<file path="config.mk">
export PLATFORM = sky130hd
export DESIGN_NAME = utf8_stream_decoder_core
export DESIGN_NICKNAME = d
export VERILOG_FILES = /design/src/rtl/core/utf8_pkg.sv /design/src/rtl/core/utf8_stream_decoder_core.sv
export SDC_FILE = /design/constraint.sdc
export NUM_CORES = 1
export LEC_CHECK = 0
export BUFFER_PORTS_ARGS = -buffer_cell sky130_fd_sc_hd__buf_2
export CAP_MARGIN = 10
export CORE_UTILIZATION = 50
export DETAILED_ROUTE_END_ITERATION = 16
export GPL_TIMING_DRIVEN = 0
export PLACE_DENSITY = 0.67
export SLEW_MARGIN = 20
export SYNTH_ARGS = -nofsm -noshare
export SYNTH_HDL_FRONTEND = slang
export SYNTH_SLANG_ARGS = --single-unit
export TNS_END_PERCENT = 50
</file>
<file path="constraint.sdc">
create_clock -name i_clk -period 3.45 [get_ports i_clk]
set_input_delay 0.69 -clock i_clk [delete_from_list [all_inputs] [get_ports i_clk]]
set_output_delay 0.69 -clock i_clk [all_outputs]
set_load 0.02 [all_outputs]
</file>
<file path="src/rtl/core/utf8_pkg.sv">
// Shared types and constants for the UTF-8 stream decoder.
package utf8_pkg;

    localparam int CP_W      = 21;
    localparam int PARTIAL_W = 15;
    localparam int PEND_W    = 2;

    localparam logic [CP_W-1:0] REPLACEMENT_CP = 21'h00FFFD;

    // Byte class masks and patterns
    localparam logic [7:0] MASK_ASCII  = 8'h80;
    localparam logic [7:0] MASK_CONT   = 8'hC0;
    localparam logic [7:0] PAT_CONT    = 8'h80;
    localparam logic [7:0] MASK_LEAD2  = 8'hE0;
    localparam logic [7:0] PAT_LEAD2   = 8'hC0;
    localparam logic [7:0] MASK_LEAD3  = 8'hF0;
    localparam logic [7:0] PAT_LEAD3   = 8'hE0;
    localparam logic [7:0] MASK_LEAD4  = 8'hF8;
    localparam logic [7:0] PAT_LEAD4   = 8'hF0;

    // Continuation bytes still expected after each lead
    localparam logic [PEND_W-1:0] PEND_NONE  = 2'd0;
    localparam logic [PEND_W-1:0] PEND_LEAD2 = 2'd1;
    localparam logic [PEND_W-1:0] PEND_LEAD3 = 2'd2;
    localparam logic [PEND_W-1:0] PEND_LEAD4 = 2'd3;

    // One decoded result as held in the output queue
    typedef struct packed {
        logic [CP_W-1:0] code_point;
        logic            is_error;
        logic            last;
    } t_result;

endpackage

</file>
<file path="src/rtl/core/utf8_stream_decoder_core.sv">
// Top level of the UTF-8 stream decoder: input register, decode logic and result queue.

// Takes one byte per transaction and returns decoded code points. A byte passes
// from the input register through combinational decode logic into a four-entry
// result queue, so bytes are taken at one per cycle while the queue holds two
// or fewer results; a result leaves the queue at most one per cycle. A byte
// that breaks an open sequence yields up to two results (U+FFFD, then the byte's
// own result), but the sequence it breaks began with a lead byte that yielded none,
// so the stream never averages more than one result per byte and the input runs
// at one byte per cycle unless the result side stalls. Lead bytes and unfinished
// sequences produce no result. No overlong, surrogate or range checks are made.
module utf8_stream_decoder_core (
    input  logic                            i_clk,
    input  logic                            i_rst_n,
    input  logic                            i_in_valid,
    output logic                            o_in_stall,
    input  logic [7:0]                      i_byte_in,
    output logic                            o_out_valid,
    input  logic                            i_out_stall,
    output logic [utf8_pkg::CP_W-1:0]       o_code_point,
    output logic                            o_is_error,
    output logic                            o_last
);
    import utf8_pkg::*;

    localparam int QDEPTH = 4;
    localparam int QPTR_W = 2;
    localparam int QCNT_W = 3;

    // Input register
    logic       r_in_valid;
    logic [7:0] r_byte;

    // Sequence state
    logic [PARTIAL_W-1:0] r_partial, n_partial;
    logic [PEND_W-1:0]    r_pending, n_pending;

    // Result queue
    t_result             r_queue [QDEPTH];
    logic [QPTR_W-1:0]   r_wr_ptr, r_rd_ptr;
    logic [QCNT_W-1:0]   r_count, n_count;

    logic        take_byte;
    logic        in_accept;
    logic        pop;
    logic [1:0]  push_cnt;
    t_result     res0, res1;

    logic        is_cont;
    logic        fresh_emit;
    t_result     fresh_res;
    logic [PARTIAL_W-1:0] fresh_partial;
    logic [PEND_W-1:0]    fresh_pending;
    logic [CP_W-1:0]      joined;

    // Handshake: process the held byte only when the queue can take two results
    assign take_byte  = r_in_valid && (r_count <= QCNT_W'(QDEPTH - 2));
    assign o_in_stall = r_in_valid && !take_byte;
    assign in_accept  = i_in_valid && !o_in_stall;
    assign pop        = o_out_valid && !i_out_stall;

    assign o_out_valid  = (r_count != '0);
    assign o_code_point = r_queue[r_rd_ptr].code_point;
    assign o_is_error   = r_queue[r_rd_ptr].is_error;
    assign o_last       = r_queue[r_rd_ptr].last;

    // Decode a byte with no sequence open
    always_comb begin
        fresh_emit    = 1'b0;
        fresh_res     = '{code_point: '0, is_error: 1'b0, last: 1'b1};
        fresh_partial = '0;
        fresh_pending = PEND_NONE;
        if ((r_byte & MASK_ASCII) == 8'h00) begin
            fresh_emit           = 1'b1;
            fresh_res.code_point = CP_W'(r_byte);
        end else if ((r_byte & MASK_LEAD2) == PAT_LEAD2) begin
            fresh_partial = PARTIAL_W'(r_byte[4:0]);
            fresh_pending = PEND_LEAD2;
        end else if ((r_byte & MASK_LEAD3) == PAT_LEAD3) begin
            fresh_partial = PARTIAL_W'(r_byte[3:0]);
            fresh_pending = PEND_LEAD3;
        end else if ((r_byte & MASK_LEAD4) == PAT_LEAD4) begin
            fresh_partial = PARTIAL_W'(r_byte[2:0]);
            fresh_pending = PEND_LEAD4;
        end else begin
            fresh_emit           = 1'b1;
            fresh_res.code_point = REPLACEMENT_CP;
            fresh_res.is_error   = 1'b1;
        end
    end

    // Decode the held byte against the open sequence
    assign is_cont = ((r_byte & MASK_CONT) == PAT_CONT);
    assign joined  = {r_partial, r_byte[5:0]};

    always_comb begin
        n_partial = r_partial;
        n_pending = r_pending;
        push_cnt  = 2'd0;
        res0      = fresh_res;
        res1      = fresh_res;
        if (take_byte) begin
            if (r_pending == PEND_NONE) begin
                n_partial = fresh_partial;
                n_pending = fresh_pending;
                push_cnt  = {1'b0, fresh_emit};
            end else if (is_cont) begin
                n_pending = r_pending - PEND_W'(1);
                if (r_pending == PEND_LEAD2) begin
                    n_partial = '0;
                    res0      = '{code_point: joined, is_error: 1'b0, last: 1'b1};
                    push_cnt  = 2'd1;
                end else begin
                    n_partial = joined[PARTIAL_W-1:0];
                end
            end else begin
                // Broken sequence: drop it, emit a replacement, then redo the byte
                n_partial = fresh_partial;
                n_pending = fresh_pending;
                res0      = '{code_point: REPLACEMENT_CP, is_error: 1'b1,
                              last: !fresh_emit};
                push_cnt  = fresh_emit ? 2'd2 : 2'd1;
            end
        end
    end

    assign n_count = r_count + QCNT_W'(push_cnt) - QCNT_W'(pop);

    // Control registers
    always_ff @(posedge i_clk) begin
        if (!i_rst_n) begin
            r_in_valid <= 1'b0;
            r_partial  <= '0;
            r_pending  <= PEND_NONE;
            r_wr_ptr   <= '0;
            r_rd_ptr   <= '0;
            r_count    <= '0;
        end else begin
            if (!o_in_stall) begin
                r_in_valid <= i_in_valid;
            end
            r_partial <= n_partial;
            r_pending <= n_pending;
            r_wr_ptr  <= r_wr_ptr + QPTR_W'(push_cnt);
            r_rd_ptr  <= r_rd_ptr + QPTR_W'(pop);
            r_count   <= n_count;
        end
    end

    // Hold the input byte; load on acceptance
    always_ff @(posedge i_clk) begin
        if (in_accept) begin
            r_byte <= i_byte_in;
        end
    end

    // Write results into the queue
    always_ff @(posedge i_clk) begin
        if (push_cnt != 2'd0) begin
            r_queue[r_wr_ptr] <= res0;
        end
        if (push_cnt == 2'd2) begin
            r_queue[r_wr_ptr + QPTR_W'(1)] <= res1;
        end
    end

`ifndef SYNTH
    // Queue never overfills
    a_queue_bound: assert property (@(posedge i_clk) disable iff (!i_rst_n)
        r_count <= QCNT_W'(QDEPTH))
        else $error("result queue overflow");

    // An accepted byte is held in the input register next cycle
    a_in_loaded: assert property (@(posedge i_clk) disable iff (!i_rst_n)
        in_accept |=> r_in_valid)
        else $error("accepted byte lost");

    // A completed sequence leaves no partial value behind
    a_partial_clear: assert property (@(posedge i_clk) disable iff (!i_rst_n)
        (take_byte && is_cont && r_pending == PEND_LEAD2) |=>
            (r_partial == '0 && r_pending == PEND_NONE))
        else $error("partial value not cleared");
`endif

endmodule

</file>
# Word level (Yosys, flattened, before mapping)

Memories as Yosys holds them, arrays and structs flattened. A register that Yosys moved wholly into a read port is not among the register bits.
Cells that the tools add are included.

Add/subtract/negate cells: 6
Order comparisons: 1
Equality and inequality tests: 6
Mux-type cells: 36
Reduce and logical (&&, ||, !) cells: 12

Operator list:

| kind                                                                  | number |
|---|---|
| 23-bit 2-to-1 mux                                                     | 4 |
| 15-bit 2-to-1 mux                                                     | 4 |
| 17-bit 2-to-1 mux                                                     | 3 |
| 2-bit 2-to-1 mux                                                      | 11 |
| 21-bit 2-to-1 mux                                                     | 1 |
| 1-bit 2-to-1 mux                                                      | 10 |
| 8-bit logical NOT                                                     | 1 |
| 5-bit equality test, second input constant                            | 1 |
| 5-bit 2-to-1 mux                                                      | 1 |
| 2-bit equality test, second input constant                            | 2 |
| 4-bit equality test, second input constant                            | 1 |
| 1-bit logical AND                                                     | 4 |
| 1-bit logical NOT                                                     | 4 |
| 4-bit 2-to-1 mux                                                      | 1 |
| 3-bit by 2-bit adder with 3-bit output                                | 1 |
| 3-bit equality test, second input constant                            | 1 |
| 3-bit by 2-bit <= comparator with 1-bit output, second input constant | 1 |
| 3-bit 2-to-1 mux                                                      | 1 |
| 3-bit nonzero test                                                    | 1 |
| 3-bit by 1-bit subtractor with 3-bit output                           | 1 |
| 2-bit by 1-bit adder with 2-bit output                                | 1 |
| 2-bit by 1-bit adder with 2-bit output, second input constant         | 1 |
| 2-bit adder                                                           | 1 |
| 2-bit by 1-bit equality test with 1-bit output, second input constant | 1 |
| other kinds (3)                                                       | 3 |

Flip-flop bits (word level): 33
Memory bits (writable): 92
Bits of input ports: 12
Output and inout bits: 25
Word-level logic and storage cells: 69
Memories: 1

Memories:

| memory  | words | bits a word | rd ports | clocked after memory_dff | write ports | line                           | source |
|---|---|---|---|---|---|---|---|
| r_queue | 4     | 23          | 1        | 1                        | 2           | utf8_stream_decoder_core.sv:39 | `t_result r_queue [QDEPTH];` |

# Depth between registers and ports, before layout

Gate-level depths: netlist of the first run.

Depth after elaboration: 12
Mapped depth: 14
Mapped depth without buffers: 13

# Worst setup path before layout of the first run

Ideal clock, no wire load.

Path type: reg-to-reg
Start: reg r_pending[0]
End: mem r_queue[1][10] in the netlist's numbering (enable)
Setup time: 0.415 ns
Data arrival time: 2.675 ns
Data required time: 3.035 ns
Setup slack: 0.361 ns
Stages on the path, launching flop included: 8
Path buffers: 2
Clock period less this slack: 3.089 ns
Path through: dfxtp_1 > inv_1 > ha_1 > buf_6 > a2111oi_4 > inv_2 > buf_2 > o21ai_0

RTL lines:

| what                   | line                            | source |
|---|---|---|
| from (decl)            | utf8_stream_decoder_core.sv:36  | `logic [PEND_W-1:0] r_pending, n_pending;` |
| from (signal assigned) | utf8_stream_decoder_core.sv:143 | `r_pending <= n_pending;` |
| to (decl)              | utf8_stream_decoder_core.sv:39  |  |

# Final worst setup path of the first run

Start: reg r_pending[0]
End: reg r_count[2]

Cells in the longest elaborated chain, start to end: 7
Elaborated cells on any way between the ends: 8
Classes of those cells: add/sub: 2; eq/ne: 1; mux: 4; reduce/logical: 1

Ends and longest elaborated chain:

| what                                           | line                            | source |
|---|---|---|
| 2-bit by 1-bit equality test with 1-bit output | utf8_stream_decoder_core.sv:109 | `if (r_pending == PEND_LEAD2) begin` |
| 1-bit 2-to-1 mux                               | utf8_stream_decoder_core.sv:109 |  |
| 2-bit 2-to-1 mux                               | utf8_stream_decoder_core.sv:107 | `end else if (is_cont) begin` |
| 2-bit 2-to-1 mux *                             | utf8_stream_decoder_core.sv:103 | `if (r_pending == PEND_NONE) begin` |
| 2-bit 2-to-1 mux *                             | utf8_stream_decoder_core.sv:102 | `if (take_byte) begin` |
| 3-bit by 2-bit adder with 3-bit output *       | utf8_stream_decoder_core.sv:127 | `assign n_count = r_count + QCNT_W'(push_cnt) - QCNT_W'(pop);` |
| 3-bit by 1-bit subtractor with 3-bit output *  | utf8_stream_decoder_core.sv:127 |  |
| to (signal assigned)                           | utf8_stream_decoder_core.sv:146 | `r_count <= n_count;` |
| to (decl)                                      | utf8_stream_decoder_core.sv:41  | `logic [QCNT_W-1:0] r_count, n_count;` |

Every way passes the cells marked *; elsewhere a longest branch is shown, timed or not.
A chain may end at the register's enable or synchronous reset.

==> summary.txt, run 1 <==
Status - complete, no violations
Largest net degree at the start of global routing - 18
Area Overhead vs Synth - 15.5%
DR iter-0 viols - 408
Core outline area - 12200 sq um
All-Layer GR Usage - 25.4%
F_max - 0.319 GHz
Detailed-route DRC error count - 0
Hold-fix buffers, CTS - 0
Max VDD drop - 0.306 mV
Crit path DAT - 3460 ps
IO Pins - 37
Share of cells above drive strength 1 - 31.7%
Synth cell count leaders - 76 x edfxtp_1, 49 x dfxtp_1, 29 x nand2_1
Vias per cell - 6.12
Max Fanout on Critical Path - 10
Number of cells after detailed placement - 703
Count leader, synth - edfxtp_1
Mapped Area - 6350 sq um
Share of the synthesized area in the top cell type - 35.9%
YS warnings - 0
# diodes - 0
Die width - 115 um
Vias - 4500
DR pass1 iterations - 5
Post-Syn Area per Cell - 12.8 sq um
Total clock buffers created by CTS - 17
Clk_lat worst skew - 420 ps
Reg clk slew, reported paths - 60 ps
Fillers - 1025
CTS resizes - 0
Final clock skew - 8.52 ps
Layout Cells excl Fill - 735
Antenna violations before repair - 0
RSZ-0062 raised after global routing - no
Top post-synthesis cells by area - edfxtp_1 36%, dfxtp_1 15%, mux4_2 8.2%
Vias in the first global route - 4530
Die Area - 13200 sq um
CTS tree - yes
Max-cap violations - 0
Root buffer cell - clkbuf_16
Nets@finish - 574
WL per Instance - 20.7 um
Required @ worst endpoint - 3770 ps
Finish-stage setup viols - 0
H-tree Lvls - 4
Min-delay worst type - input port to flop
Final Max Tran Viols - 0
FP Rows - 40
Grt total ovfl - 0
Slew @ Worst Pin - 1020 ps
DRT Wirelength - 15.2 mm
Leak - 2.66 nW
Synth cell types - 66
Final Util - 60.0%
Global-route wire length before repair - 24.5 mm
Post-CTS setup buffer count - 0
Net Count, Synth - 518
Final-report hold violation count - 0
Critical path class - flop to flop
Seq/Total Area, Yosys - 51.4%
Syn Inst Count - 498
Period Utilization, post-route - 91.0%
Slew HR - 31.5%
Initial Utilization - 52.0%
Die Ht - 115 um
EDFF count, synth - 76
Ys flop type - edfxtp_1
Asr flop ratio synth - 0%
CTS max path bufs - 2
Post-DP HPWL - 10.6 mm
IO buf count - 36
Gpl congestion - 0.881
Clock sink count - 125
FF+latch count, synth - 125
Post-synth top area cell - edfxtp_1
Crit end category - flop
Min Clock Period, post-route - 3140 ps
Worst setup SP type - flop
Post-route ant nets - 0
PD cells - 605 nW/um^2
-- layout make-up --
| cell class | instances | area, sq um | share of cell area, % |
|---|---|---|---|
| flip-flops and latches | 125 | 3260 | 44.5 |
| multi-input cells | 317 | 2750 | 37.4 |
| clock buffers | 18 | 429 | 5.85 |
| plain buffers | 41 | 289 | 3.94 |
| well taps | 168 | 210 | 2.87 |
| repair buffers | 37 | 195 | 2.66 |
| clock inverters | 14 | 144 | 1.96 |
| inverters | 15 | 56.3 | 0.768 |
-- cells in the final DEF (no fill, tap or decap), types with 8 or more instances in the layout --
cell type   n
nor2_1     13
o22ai_1    27
o31ai_2    24
nor2b_1    13
o21ai_1    18
buf_6      11
buf_2      47
nand2_1    29
clkbuf_16  17
edfxtp_1   76
inv_1      13
dfxtp_1    49
nor2_4      9
clkbuf_1   12
o21ai_0    17
a22oi_1    12
a21boi_0    8
mux4_2     23
mux2i_1    15
-- per-stage QoR --
step	hold WS, ps	total power, mW	worst slack (ps)	TNS (ps)	cell area [sq um]
2_1_floorplan	443	2.48	361	0	6350
3_3_place_gp	454	2.72	-1040	-17720	6740
3_5_place_dp	467	2.74	328	0	6760
4_1_cts	430	4.46	304	0	7330
5_1_grt	430	4.61	103	0	7330
6_report	440	4.44	311	0	7330
-- per-layer routing --
layer | track usage (%) | share of wire (%) | vias to the layer above
met3 | 4.50 | 5.1 | 37
met1 | 33.2 | 44 | 2245
met2 | 40.2 | 48 | 172
met5 | 0 | 0 | -
met4 | 13.8 | 2.9 | 0
li1 | - | - | 2046
-- path summary, 6_finish.rpt --
path | start | endpoint | slack (ps) | depth (start not counted)
max | r_pending[0] | r_count[2] | 310 | 14
min reg2reg | r_pending[1] | r_pending[1] | 480 | 2
min | i_byte_in[0] | r_byte[0] | 440 | 1
max reg2reg | r_pending[0] | r_count[2] | 310 | 14
-- registers in the layout, summed over array words and instances, names as in the netlist --
signal	count
r_in_valid	1
r_queue	92
r_byte	8
r_partial	15
r_pending	2
r_wr_ptr	2
r_rd_ptr	2
r_count	3
-- critical path, cell delays in order (launching register included) --
cell and delay [ps]:
dfxtp_1 340, inv_1 60, ha_1 160, buf_6 140, clkbuf_1 390, a21oi_1 120, a211oi_1 400, inv_1 100
ha_1 280, inv_1 40, ha_1 180, fa_1 370, xnor2_1 220, xnor2_1 90, and2_1 150
-- kinds of logic (layout without fill, tap and decap cells) --
family	Yosys count	in the layout	synth area share (%)
DFF	125	125	51.4
xor gates and xnor gates	6	6	0.828
AOI/OAI and AO/OA	143	143	17.5
adders and majority gates	8	8	1.69
and+or+nand+nor	116	116	11.5
buffers and inverters	56	125	5.44
muxes	44	44	11.6
-- where the power goes --
group	switching, mW	total, mW	internal [mW]
Combinational	0.587	0.988	0.401
Sequential	0.0468	1.72	1.67
Clock	0.673	1.73	1.06
Total	1.31	4.44	3.13
No activity file was read; power rests on OpenSTA's default activity.
==> inputs of run 2 (changes only) <==
--- a/config.mk
+++ b/config.mk
@@ -10,7 +10,7 @@
 export CORE_UTILIZATION = 50
 export DETAILED_ROUTE_END_ITERATION = 16
 export GPL_TIMING_DRIVEN = 0
-export PLACE_DENSITY = 0.67
+export PLACE_DENSITY = 0.71
 export SLEW_MARGIN = 20
 export SYNTH_ARGS = -nofsm -noshare
 export SYNTH_HDL_FRONTEND = slang
==> run 2 against run 1 <==
Compared with the run above:
- routed wire length decreased by 0.17%
- clock skew down 1.9 ps
- sequential share of layout area is 0.13 points higher
- register-to-register slack got worse by 40 ps
- sequential cell count unchanged
- critical path depth did not move
- power shrank 1.5%
==> summary.txt, run 2 (synthesis gave the netlist of run 1 again) <==
Status - complete, no violations
Crit Reg-Reg Endpoint - r_count[2]
PD cells - 598 nW/um^2
Switching part of the total - 28.9%
Min Clock Period, post-route - 3180 ps
Post-route ant nets - 0
Setup TNS Final - 0 ps
Vias - 4472
Largest net degree at the start of global routing - 18
Vias per cell - 6.08
Max reg flops - 92
Most frequent cells in the layout - 76 x edfxtp_1, 49 x dfxtp_1, 47 x buf_2, 29 x nand2_1, 27 x o22ai_1
Final worst-path setup slack - 273 ps
Global-route wire length before repair - 24.0 mm
Worst hold margin - 435 ps
Largest regs - r_queue x92, r_partial x15, r_byte x8
CTS tree - yes
DR pass1 iterations - 5
Post-CTS setup buffer count - 0
Hold path depth - 1
# diodes - 0
Max-cap violations - 0
Reg power frac - 39.3%
CTS resizes - 0
Worst r2r src - r_pending[0]
Die Area - 13200 sq um
Psw - 1.26 mW
IO buf count - 36
R2r setup slk - 270 ps
WL per Instance - 20.6 um
Gpl congestion - 0.905
Period Utilization, post-route - 92.1%
Final-report hold violation count - 0
Share of cells above drive strength 1 - 31.2%
R2R depth - 14
Max Fanout on Critical Path - 10
RSZ-0062 raised after global routing - no
IO Pins - 37
Hold_sp - i_byte_in[0]
Slew @ Worst Pin - 1030 ps
Initial Utilization - 52.0%
Final clock skew - 6.67 ps
Area Overhead vs Synth - 15.1%
Finish-stage setup viols - 0
Die width - 115 um
FP Rows - 40
Core outline area - 12200 sq um
Slew HR - 30.8%
Top register by number of flip-flops - r_queue
Required @ worst endpoint - 3770 ps
Hold Path End - r_byte[0]
Grt total ovfl - 0
DR iter-0 viols - 387
Crit path DAT - 3500 ps
Clock sink count - 125
Pre-CTS setup slack - 286 ps
Leak - 2.67 nW
Comb pwr share - 22.7%
Total clock buffers created by CTS - 17
H-tree Lvls - 4
Crit end category - flop
Clk pwr share - 38.0%
Critical path class - flop to flop
Internal power - 3.11 mW
Clk_lat worst skew - 430 ps
Max VDD drop - 0.388 mV
Antenna violations before repair - 0
Fillers - 988
Vias in the first global route - 4520
Post-DP HPWL - 10.5 mm
DRT Wirelength - 15.2 mm
Detailed-route DRC error count - 0
F_max - 0.315 GHz
Nets@finish - 574
Commonest non-fill, non-tap cell in the layout - edfxtp_1
Worst setup SP type - flop
Root buffer cell - clkbuf_16
Min-delay worst type - input port to flop
Final Max Tran Viols - 0
Die Ht - 115 um
Hold-fix buffers, CTS - 0
All-Layer GR Usage - 25.0%
CTS max path bufs - 2
Reg clk slew, reported paths - 50 ps
run 2: area by class of cell:
cell class	instances	area (sq um)	share of cell area [%]
plain buffers	41	289	3.95
well taps	168	210	2.88
repair buffers	37	195	2.67
inverters	15	56.3	0.770
clock buffers	27	524	7.17
flip-flops and latches	125	3260	44.6
multi-input cells	317	2750	37.5
clock inverters	5	27.5	0.377
run 2: power groups by stage:
stage,combinational [mW],clock (mW),sequential (mW)
global route,1.07,1.74,1.73
finish,0.992,1.66,1.72
CTS,0.999,1.67,1.72
detailed placement,0.991,0,1.75
global placement,0.968,0,1.74
floorplan,0.748,0,1.73
run 2: per-layer routing:
metal | track usage (%) | up-vias | wire length [um]
li1 | - | 2040 | -
met1 | 31.3 | 2194 | 6370
met2 | 41.5 | 203 | 7480
met3 | 4.98 | 35 | 917
met4 | 12.0 | 0 | 402
met5 | 0 | - | 0
run 2: how the worst max path moves through the flow:
stage,from,endpoint,depth (start not counted),slack [ps]
finish,r_pending[0],r_count[2],14,270
global route,r_pending[0],r_count[2],14,100
CTS,r_pending[0],r_count[2],14,270
detailed placement,r_pending[0],r_count[2],14,290
global placement,r_byte[5],r_queue[1][7],6,-990
floorplan,r_pending[0],r_queue[1][10],7,360
run 2: metrics by stage:
stage	util, %	cell area, sq um	std cells	power, mW
after floorplan	-	6350	498	2.48
after global placement	55.2	6740	702	2.71
after detailed placement	55.3	6760	703	2.74
after CTS	59.9	7310	735	4.39
after global routing	59.9	7310	735	4.53
final	59.9	7310	735	4.37
run 2: critical path, cell delays in order, from the launching register on:
cell and delay, ps:
dfxtp_1 340, inv_1 70, ha_1 160, buf_6 140
clkbuf_1 390, a21oi_1 120, a211oi_1 410, inv_1 100
ha_1 280, inv_1 40, ha_1 190, fa_1 380
xnor2_1 220, xnor2_1 80, and2_1 150
==> inputs of run 3 (changes only) <==
--- a/config.mk
+++ b/config.mk
@@ -5,12 +5,13 @@
 export SDC_FILE = /design/constraint.sdc
 export NUM_CORES = 1
 export LEC_CHECK = 0
+export ABC_AREA = 1
 export BUFFER_PORTS_ARGS = -buffer_cell sky130_fd_sc_hd__buf_2
 export CAP_MARGIN = 10
 export CORE_UTILIZATION = 50
 export DETAILED_ROUTE_END_ITERATION = 16
 export GPL_TIMING_DRIVEN = 0
-export PLACE_DENSITY = 0.71
+export PLACE_DENSITY = 0.72
 export SLEW_MARGIN = 20
 export SYNTH_ARGS = -nofsm -noshare
 export SYNTH_HDL_FRONTEND = slang
==> run 3 against run 2 <==
Compared with the run above:
- cell count is 29% higher
- core utilization decreased by 0.68 points
- via count rose by 25%
- non-clock buffer count is 2 lower
- register-to-register slack better by 200 ps
- sequential cell count unchanged
- cell area shrank 3.2%
- global-route usage grew 3.2 points
- sequential share of layout area grew 1.5 points
- clock-buffer cell count is 4 lower
- maximum frequency down 1.6%
- power grew 21%
- critical endpoint is now o_code_point[9]
- highest routed layer unchanged
==> summary.txt, run 3 <==
Die Ht - 113 um
Max VDD drop - 0.431 mV
R2r setup slk - 470 ps
Status - complete, no violations
Synth cell types - 30
Nets@finish - 805
Post-Syn Area per Cell - 8.40 sq um
Hold Path End - r_byte[3]
Crit path DAT - 2540 ps
Worst hold margin - 450 ps
IO Pins - 37
Period Utilization, post-route - 93.6%
Pre-CTS setup slack - 589 ps
Top post-synthesis cells by area - edfxtp_1 37%, dfxtp_1 16%, nand2_1 9.9%
Post-route ant nets - 0
PD cells - 744 nW/um^2
Area Overhead vs Synth - 15.4%
Core outline area - 12000 sq um
Reg clk slew, reported paths - 60 ps
IO buf count - 36
Largest regs - r_queue x92, r_partial x15, r_byte x8
Die width - 113 um
CTS max path bufs - 2
Vias - 5581
Vias in the first global route - 5335
WL per Instance - 18.0 um
Root buffer cell - clkbuf_16
Share of the synthesized area in the top cell type - 37.2%
Clk_lat worst skew - 420 ps
Min-delay worst type - input port to flop
FF+latch count, synth - 125
Slew HR - 36.0%
Share of cells above drive strength 1 - 13.0%
All-Layer GR Usage - 28.2%
Net Count, Synth - 750
Most frequent cells in the layout - 161 x nand2_1, 116 x nand3_1, 76 x edfxtp_1, 72 x nor2_1, 72 x o21ai_0
Slew @ Worst Pin - 958 ps
H-tree Lvls - 4
Synth cell count leaders - 161 x nand2_1, 116 x nand3_1, 76 x edfxtp_1
DR pass1 iterations - 6
Final clock skew - 6.37 ps
Syn Inst Count - 730
Critical path class - flop to output port
Min Clock Period, post-route - 3230 ps
Vias per cell - 5.91
CTS tree - yes
Gpl congestion - 0.920
Setup TNS Final - 0 ps
Max reg flops - 92
Post-synth top area cell - edfxtp_1
Hold_sp - i_byte_in[3]
Detailed-route DRC error count - 0
Finish-stage setup viols - 0
Top register by number of flip-flops - r_queue
Crit end category - output port
RSZ-0062 raised after global routing - no
DRT Wirelength - 17.0 mm
Mapped Area - 6130 sq um
DR iter-0 viols - 701
Count leader, synth - nand2_1
YS warnings - 0
Required @ worst endpoint - 2760 ps
Crit Reg-Reg Endpoint - r_queue[0][4]
Leak - 3.28 nW
R2R depth - 9
Total Power - 5.27 mW
Initial Utilization - 51.3%
Worst setup SP type - flop
# diodes - 0
EDFF count, synth - 76
Antenna violations before repair - 0
Ys flop type - edfxtp_1
Final-report hold violation count - 0
Largest net degree at the start of global routing - 18
Post-CTS setup buffer count - 0
Die Area - 12700 sq um
Total clock buffers created by CTS - 17
Post-DP HPWL - 11.6 mm
F_max - 0.310 GHz
Final Max Tran Viols - 0
Commonest non-fill, non-tap cell in the layout - nand2_1
Final worst-path setup slack - 221 ps
Max-cap violations - 0
Grt total ovfl - 0
FP Rows - 40
Global-route wire length before repair - 27.0 mm
Asr flop ratio synth - 0%
Worst r2r src - r_byte[7]
Seq/Total Area, Yosys - 53.2%
Fillers - 1034
Hold path depth - 1
CTS resizes - 0
Hold-fix buffers, CTS - 0
Clock sink count - 125
Max Fanout on Critical Path - 10
==> run 3: cell count changes after synthesis, moves of 12 or more <==
cell / previous run / this run
nor2b_1: 13 / 0
nand3_1: 6 / 116
nor2_1: 13 / 72
o21ai_1: 18 / 4
o21ai_0: 18 / 72
a22oi_1: 12 / 0
mux2i_1: 15 / 0
mux4_2: 23 / 0
a21oi_1: 5 / 33
clkbuf_1: 11 / 25
inv_1: 13 / 35
o31ai_2: 24 / 0
nand2_1: 29 / 161
==> run 3: worst max-delay path, cell delays in order, from the launching register on <==
cell	delay (ps)
dfxtp_1	430
clkbuf_1	410
clkinv_1	370
clkbuf_1	320
o21ai_0	300
o22ai_1	110
buf_2	170
==> run 3: routing by layer <==
metal | GRT usage [%] | routed length (um) | share of wire, %
met3 | 5.68 | 1480 | 8.7
met2 | 45.8 | 7940 | 47
met5 | 0 | 0 | 0
met1 | 35.6 | 6930 | 41
met4 | 15.4 | 656 | 3.9
==> run 3: how the worst max path moves through the flow <==
stage | from | endpoint | slack, ps
finish | r_rd_ptr[0] | o_code_point[9] | 220
global route | r_rd_ptr[0] | o_code_point[19] | 90
CTS | r_rd_ptr[0] | o_code_point[9] | 260
detailed placement | r_byte[6] | r_queue[0][5] | 590
global placement | r_byte[5] | r_queue[0][4] | 620
floorplan | r_byte[6] | r_count[2] | 1050
==> run 3: kinds of logic (layout without fill, tap and decap cells) <==
group | Yosys count | after routing | share of synthesized area (%)
xor gates and xnor gates | 4 | 4 | 0.571
AOI/OAI and AO/OA | 145 | 145 | 12.7
and+or+nand+nor | 364 | 364 | 26.0
buffers and inverters | 84 | 152 | 5.73
DFF | 125 | 125 | 53.2
adders and majority gates | 8 | 8 | 1.75
==> run 3: per-stage QoR <==
stage	instance area [sq um]	std cells	utilization, %
3_5_place_dp	6500	913	54.3
5_1_grt	7080	945	59.2
3_3_place_gp	6500	913	54.3
2_1_floorplan	6130	730	-
4_1_cts	7080	945	59.2
6_report	7080	945	59.2
==> run 3: report_power, final <==
group	switching, mW	internal, mW
logic	1.19	0.478
registers	0.102	1.77
clock network	0.647	1.08
==> run 3: final cells by class <==
type	count	area, sq um	share of cell area [%]
Buffer	40	184	2.60
Inverter	44	168	2.37
Sequential cell	125	3260	46.1
Clock buffer	23	532	7.51
Tap cell	147	184	2.60
Clock inverter	9	51.3	0.725
Timing Repair Buffer	36	180	2.55
Multi-Input combinational cell	521	2520	35.6
